<file path="src/design/lcdi_pkg.sv">
package lcdi_pkg;

    typedef enum logic [2:0] {
        PH_COUNT = 3'd0,
        PH_CMD   = 3'd1,
        PH_ARGC  = 3'd2,
        PH_ARG   = 3'd3,
        PH_DELAY = 3'd4
    } phase_t;

    typedef enum logic [1:0] {
        KIND_HEADER = 2'd0,
        KIND_CMD    = 2'd1,
        KIND_DATA   = 2'd2,
        KIND_DELAY  = 2'd3
    } kind_t;

    localparam int DELAY_FLAG_BIT = 7;
    localparam logic [7:0] DELAY_LONG    = 8'd255;
    localparam logic [8:0] DELAY_LONG_MS = 9'd500;

    localparam int TDATA_W = 24;

    typedef struct packed {
        phase_t     phase;
        logic [7:0] commands_left;
        logic [6:0] args_left;
        logic       delay_follows;
    } lcdi_state_t;

    typedef struct packed {
        kind_t      item_kind;
        logic [7:0] out_byte;
        logic [8:0] delay_ms;
        logic       list_done;
    } lcdi_result_t;

endpackage

</file>
<file path="src/design/lcdi_decode.sv">
module lcdi_decode
    import lcdi_pkg::*;
(
    input  lcdi_state_t  state,
    input  logic [7:0]   list_byte,
    output lcdi_state_t  state_next,
    output lcdi_result_t result
);

    logic [6:0] args_dec;
    logic       last_cmd;

    assign args_dec = state.args_left - 7'd1;
    assign last_cmd = (state.commands_left == 8'd0);

    // next state
    always_comb
    begin
        state_next = state;
        case (state.phase)
            PH_CMD:
            begin
                state_next.commands_left = state.commands_left - 8'd1;
                state_next.phase         = PH_ARGC;
            end
            PH_ARGC:
            begin
                state_next.args_left     = list_byte[6:0];
                state_next.delay_follows = list_byte[DELAY_FLAG_BIT];
                if (list_byte[6:0] != 7'd0)
                    state_next.phase = PH_ARG;
                else if (list_byte[DELAY_FLAG_BIT])
                    state_next.phase = PH_DELAY;
                else
                    state_next.phase = last_cmd ? PH_COUNT : PH_CMD;
            end
            PH_ARG:
            begin
                state_next.args_left = args_dec;
                if (args_dec == 7'd0)
                begin
                    if (state.delay_follows)
                        state_next.phase = PH_DELAY;
                    else
                        state_next.phase = last_cmd ? PH_COUNT : PH_CMD;
                end
            end
            PH_DELAY:
            begin
                state_next.delay_follows = 1'b0;
                state_next.phase         = last_cmd ? PH_COUNT : PH_CMD;
            end
            default:
            begin
                state_next.commands_left = list_byte;
                state_next.args_left     = 7'd0;
                state_next.delay_follows = 1'b0;
                state_next.phase         = (list_byte == 8'd0) ? PH_COUNT : PH_CMD;
            end
        endcase
    end

    // result word for this byte
    always_comb
    begin
        result.item_kind = KIND_HEADER;
        result.out_byte  = 8'd0;
        result.delay_ms  = 9'd0;
        result.list_done = 1'b0;
        case (state.phase)
            PH_CMD:
            begin
                result.item_kind = KIND_CMD;
                result.out_byte  = list_byte;
            end
            PH_ARGC:
            begin
                result.list_done = (list_byte[6:0] == 7'd0) && !list_byte[DELAY_FLAG_BIT]
                                   && last_cmd;
            end
            PH_ARG:
            begin
                result.item_kind = KIND_DATA;
                result.out_byte  = list_byte;
                result.list_done = (args_dec == 7'd0) && !state.delay_follows && last_cmd;
            end
            PH_DELAY:
            begin
                result.item_kind = KIND_DELAY;
                result.delay_ms  = (list_byte == DELAY_LONG) ? DELAY_LONG_MS
                                                             : {1'b0, list_byte};
                result.list_done = last_cmd;
            end
            default:
            begin
                // empty list ends on its own count byte
                result.list_done = (list_byte == 8'd0);
            end
        endcase
    end

endmodule

</file>
<file path="src/design/lcdi_out_stage.sv">
module lcdi_out_stage
    import lcdi_pkg::*;
(
    input  logic         clk,
    input  logic         rst_n,
    input  logic         load,
    input  lcdi_result_t result,
    output logic         ready,
    output logic         valid,
    input  logic         take,
    output lcdi_result_t held
);

    logic         valid_reg;
    logic         valid_next;
    lcdi_result_t result_reg;

    // the register frees up in the same cycle its word is taken
    assign ready      = !valid_reg || take;
    assign valid_next = load || (valid_reg && !take);

    always_ff @(posedge clk or negedge rst_n)
    begin
        if (!rst_n)
            valid_reg <= 1'b0;
        else
            valid_reg <= valid_next;
    end

    always_ff @(posedge clk)
    begin
        if (load)
            result_reg <= result;
    end

    assign valid = valid_reg;
    assign held  = result_reg;

endmodule

</file>
<file path="src/design/lcd_init_command_list_interpreter.sv">
// channel  | dir | handshake          | payload
// s_*      | in  | s_tvalid/s_tready  | tdata[7:0] list_byte
// m_*      | out | m_tvalid/m_tready  | tdata out_byte, delay_ms; tuser item_kind; tlast list_done
//
// One word in, one word out, one word per cycle sustained while the output is not stalled.
// The result word appears in the cycle after its byte is accepted: the list walker
// state and the result register both load on the accepting edge.
// Reset clears the walker to expect a count byte and empties the result register.
// A stalled output holds its word; input is taken again in the cycle that word leaves.
module lcd_init_command_list_interpreter
    import lcdi_pkg::*;
(
    input  logic               clk,
    input  logic               rst_n,
    input  logic               s_tvalid,
    output logic               s_tready,
    input  logic [7:0]         s_tdata,   // [7:0] list_byte
    output logic               m_tvalid,
    input  logic               m_tready,
    output logic [TDATA_W-1:0] m_tdata,   // [7:0] out_byte, [16:8] delay_ms, [23:17] zero
    output logic [1:0]         m_tuser,   // [1:0] item_kind
    output logic               m_tlast    // list_done
);

    lcdi_state_t  state_reg;
    lcdi_state_t  state_next;
    lcdi_result_t result;
    lcdi_result_t held;
    logic         accept;
    logic         take;

    assign accept = s_tvalid && s_tready;
    assign take   = m_tvalid && m_tready;

    lcdi_decode u_decode (
        .state      (state_reg),
        .list_byte  (s_tdata),
        .state_next (state_next),
        .result     (result)
    );

    lcdi_out_stage u_out (
        .clk    (clk),
        .rst_n  (rst_n),
        .load   (accept),
        .result (result),
        .ready  (s_tready),
        .valid  (m_tvalid),
        .take   (take),
        .held   (held)
    );

    always_ff @(posedge clk or negedge rst_n)
    begin
        if (!rst_n)
        begin
            state_reg.phase         <= PH_COUNT;
            state_reg.commands_left <= 8'd0;
            state_reg.args_left     <= 7'd0;
            state_reg.delay_follows <= 1'b0;
        end
        else if (accept)
        begin
            state_reg <= state_next;
        end
    end

    assign m_tdata = {7'd0, held.delay_ms, held.out_byte};
    assign m_tuser = held.item_kind;
    assign m_tlast = held.list_done;

    a_accept_gives_word: assert property (@(posedge clk) disable iff (!rst_n)
        accept |=> m_tvalid)
        else $error("accepted byte produced no result word");

    a_cmd_then_argc: assert property (@(posedge clk) disable iff (!rst_n)
        accept && (state_reg.phase == PH_CMD) |=> state_reg.phase == PH_ARGC)
        else $error("command byte not followed by argument count");

    a_header_empty: assert property (@(posedge clk) disable iff (!rst_n)
        m_tvalid && (m_tuser == KIND_HEADER) |-> m_tdata == '0)
        else $error("header word carries payload");

    a_delay_only_kind: assert property (@(posedge clk) disable iff (!rst_n)
        m_tvalid && (m_tuser != KIND_DELAY) |-> m_tdata[16:8] == 9'd0)
        else $error("delay value on a non-delay word");

endmodule
</file>
<file path="config.mk">
export PLATFORM = sky130hd
export DESIGN_NAME = lcd_init_command_list_interpreter
export DESIGN_NICKNAME = d
export VERILOG_FILES = /design/src/design/lcdi_pkg.sv /design/src/design/lcdi_decode.sv /design/src/design/lcdi_out_stage.sv /design/src/design/lcd_init_command_list_interpreter.sv
export SDC_FILE = /design/constraint.sdc
export NUM_CORES = 1
export LEC_CHECK = 0
export BUFFER_PORTS_ARGS = -buffer_cell sky130_fd_sc_hd__buf_2
export CAP_MARGIN = 30
export CORE_MARGIN = 1.5
export CORE_UTILIZATION = 35
export DETAILED_ROUTE_END_ITERATION = 12
export HOLD_SLACK_MARGIN = 0.03
export SYNTH_ARGS = -nofsm -noshare
export SYNTH_HDL_FRONTEND = slang
export SYNTH_SLANG_ARGS = --single-unit
</file>
<file path="constraint.sdc">
create_clock -name clk -period 2.77 [get_ports clk]
set_input_delay 0.277 -clock clk [delete_from_list [all_inputs] [get_ports clk]]
set_output_delay 0.277 -clock clk [all_outputs]
set_load 0.02 [all_outputs]
</file>
==> impl_results.md <==
* Crit path DAT at 2290 ps
* Yosys cell types at 46
* Fmax at 0.4806 GHz
* # setup viols final at 0
* WP data required at 2980 ps
* Maximum vdd drop at 355.8 uV
* Slew @ Worst Pin at 572.1 ps
* Antenna cells at 0
* Design area at 2501 um2
* Worst reg-to-reg path cell count at 5
* Post-synthesis sequential area ratio at 49.75%
* Final Max Tran Viols at 0
* Largest net degree at the start of global routing at 24
* Clock tree from TritonCTS: built
* Routed WL at 4986 um
* Root Driver: clkbuf_8
* FF+latch count, synth at 40
* Hold Fails Final Rpt at 0
* Io pins at 41
* CTS max path bufs at 2
* Status: complete, no violations
* Initial antenna violation count at 0
* Placer Congestion at 0.8411
* Non-Filler Instances at 335
* Commonest non-fill, non-tap cells in the layout: buf_2, nor2_1, o21ai_0, dfrtp_1, edfxtp_1
* Rel. slew slack at 61.57%
* 1st-iter DRT viols at 119
* Detailed-route vias per instance at 5.278
* Crit share post-route at 75.12%
* Max reg flops at 20
* Row cnt at 28
* CTS Buf Count at 5
* Gr usage total at 16.34%
* Post-DP HPWL at 3581 um
* # port buffers at 33
* Routed vias at 1768
* Critical path class: reg2reg
* Avg WL per Cell at 14.88 um
* Syn Std Cell Area at 2213 um2
* RSZ-0062 raised after global routing: false
* Reg clk slew, reported paths at 80 ps
* Height of the die at 82.53 um
* Setup TNS at 0 ps
* Number of max-cap violations at 0
* Lkg Pwr at 1.035 nW
* Asr flop ratio synth at 50.00%
* CP Capture Type: register
* Area Growth Syn to Fin at 13.00%
* First-pass GRT wire length at 8314 um
* CP Launch Type: register
* Core area at 6026 um2
* Remaining DRCs at 0
* Final Core Density at 41.51%
* TritonCTS Sinks at 40
* DP Cell Count at 326
* Most common cell after layout, fill and taps aside: buf_2
* Min cycle time layout at 2081 ps
* Synth warn at 0
* Number of synthesized flops with an enable pin at 20
* Share of cells above drive strength 1 at 18.85%
* Starting Density at 36.73%
* Placed cell area at 2409 um2
* Most frequently used flop master after synthesis: edfxtp_1
* Die Wd at 82.53 um
* GRT overflow at 0
* Post-CTS Resized at 0
* Vias in the first global route at 1714
* Die area at 6810 um2
* Worst hold path depth at 2
* Power Density at 916.1 nW/um2
* Total power at 2.291 mW
* Hold crit path type: in2reg
* H-tree depth at 2
* Crit Path Max Fanout at 17
* Avg Inst Size Synth at 9.751 um2
* Antenna viol nets, final at 0
* Final Skew at 4.999 ps
* 1st-pass router iterations at 4
* Worst-Skew Late Latency at 290 ps
* Nets at 275
* Post-Syn Instances at 227
synth_stat cells, drive strengths merged (3+ instances only):
cell type | instances | area [um2]
a211oi | 4 | 30.03
a21oi | 15 | 75.07
a22oi | 6 | 45.04
a31oi | 4 | 25.02
and2 | 11 | 68.82
and3 | 6 | 37.54
buf | 14 | 90.09
clkbuf | 3 | 11.26
dfrtp | 20 | 500.5
edfxtp | 20 | 600.6
ha | 4 | 50.05
inv | 11 | 41.29
nand2 | 12 | 45.04
nand2b | 4 | 25.02
nand3 | 3 | 20.02
nand4 | 3 | 25.02
nor2 | 20 | 75.07
nor2b | 6 | 37.54
nor3 | 8 | 40.04
nor4 | 5 | 37.53
o21ai | 21 | 105.1
o31ai | 4 | 30.03
cell families (layout without fill, tap and decap cells):
family	Yosys count	count (layout)	synth area share, %
and+or+nand+nor	86	86	21.88
AOI/OAI and AO/OA	66	66	18.54
DFF	40	40	49.75
buffers and inverters	28	55	6.444
adders and majority gates	4	4	2.261
muxes	2	2	0.9610
other	1	7	0.1694
metal layers:
layer,vias up,GRT usage [%],wire length (um)
li1,878,-,-
met1,811,21.98,2434
met2,64,23.90,2102
met3,15,4.396,301
met4,0,8.333,148
met5,-,0,0
final timing paths:
check	startpoint	end	slack, ps
min in group asynchronous	rst_n	state_reg[16]	470
worst min-delay path	s_tvalid	u_out.valid	230
max in group asynchronous	rst_n	state_reg[8]	1970
worst max register to register	state_reg[16]	state_reg[7]	690
worst max-delay path	state_reg[16]	state_reg[7]	690
worst min register to register	state_reg[9]	state_reg[9]	520
what timing repair did:
| action | 4_1_cts | 5_1_grt |
|---|---|---|
| endpoints found under the hold margin | 20 | 0 |
| hold buffers | 1 | 0 |
| setup buffers | 0 | 0 |
worst max-delay path, cell delays in order (launching register included):
cell and delay, ps:
dfrtp_1 530, or3b_1 580, nand4_2 390, nor4b_1 360, a21oi_1 60, o21ai_0 70
area by class of cell:
cell class,count,area (um2)
fill,614,3525
timing repair buffer,36,190.2
multi-input combinational,165,992.2
inverter,11,41.29
clock buffer,5,68.82
sequential,40,1101
tap,75,93.84
clock inverter,3,13.76
stage by stage:
stage	hold WS (ps)	worst slack (ps)
final	229.9	689.1
after global placement	266.9	745.4
after global routing	238.7	483.2
after CTS	224.4	726.0
after detailed placement	267.8	754.0
after floorplan	-18.59	639.3
where the power goes:
part	switching [mW]	total, mW	internal (mW)
sequential	0.172	0.965	0.793
combinational	0.578	0.954	0.377
clock	0.201	0.373	0.171
total	0.951	2.29	1.34
(Power assumes the default switching activity.)
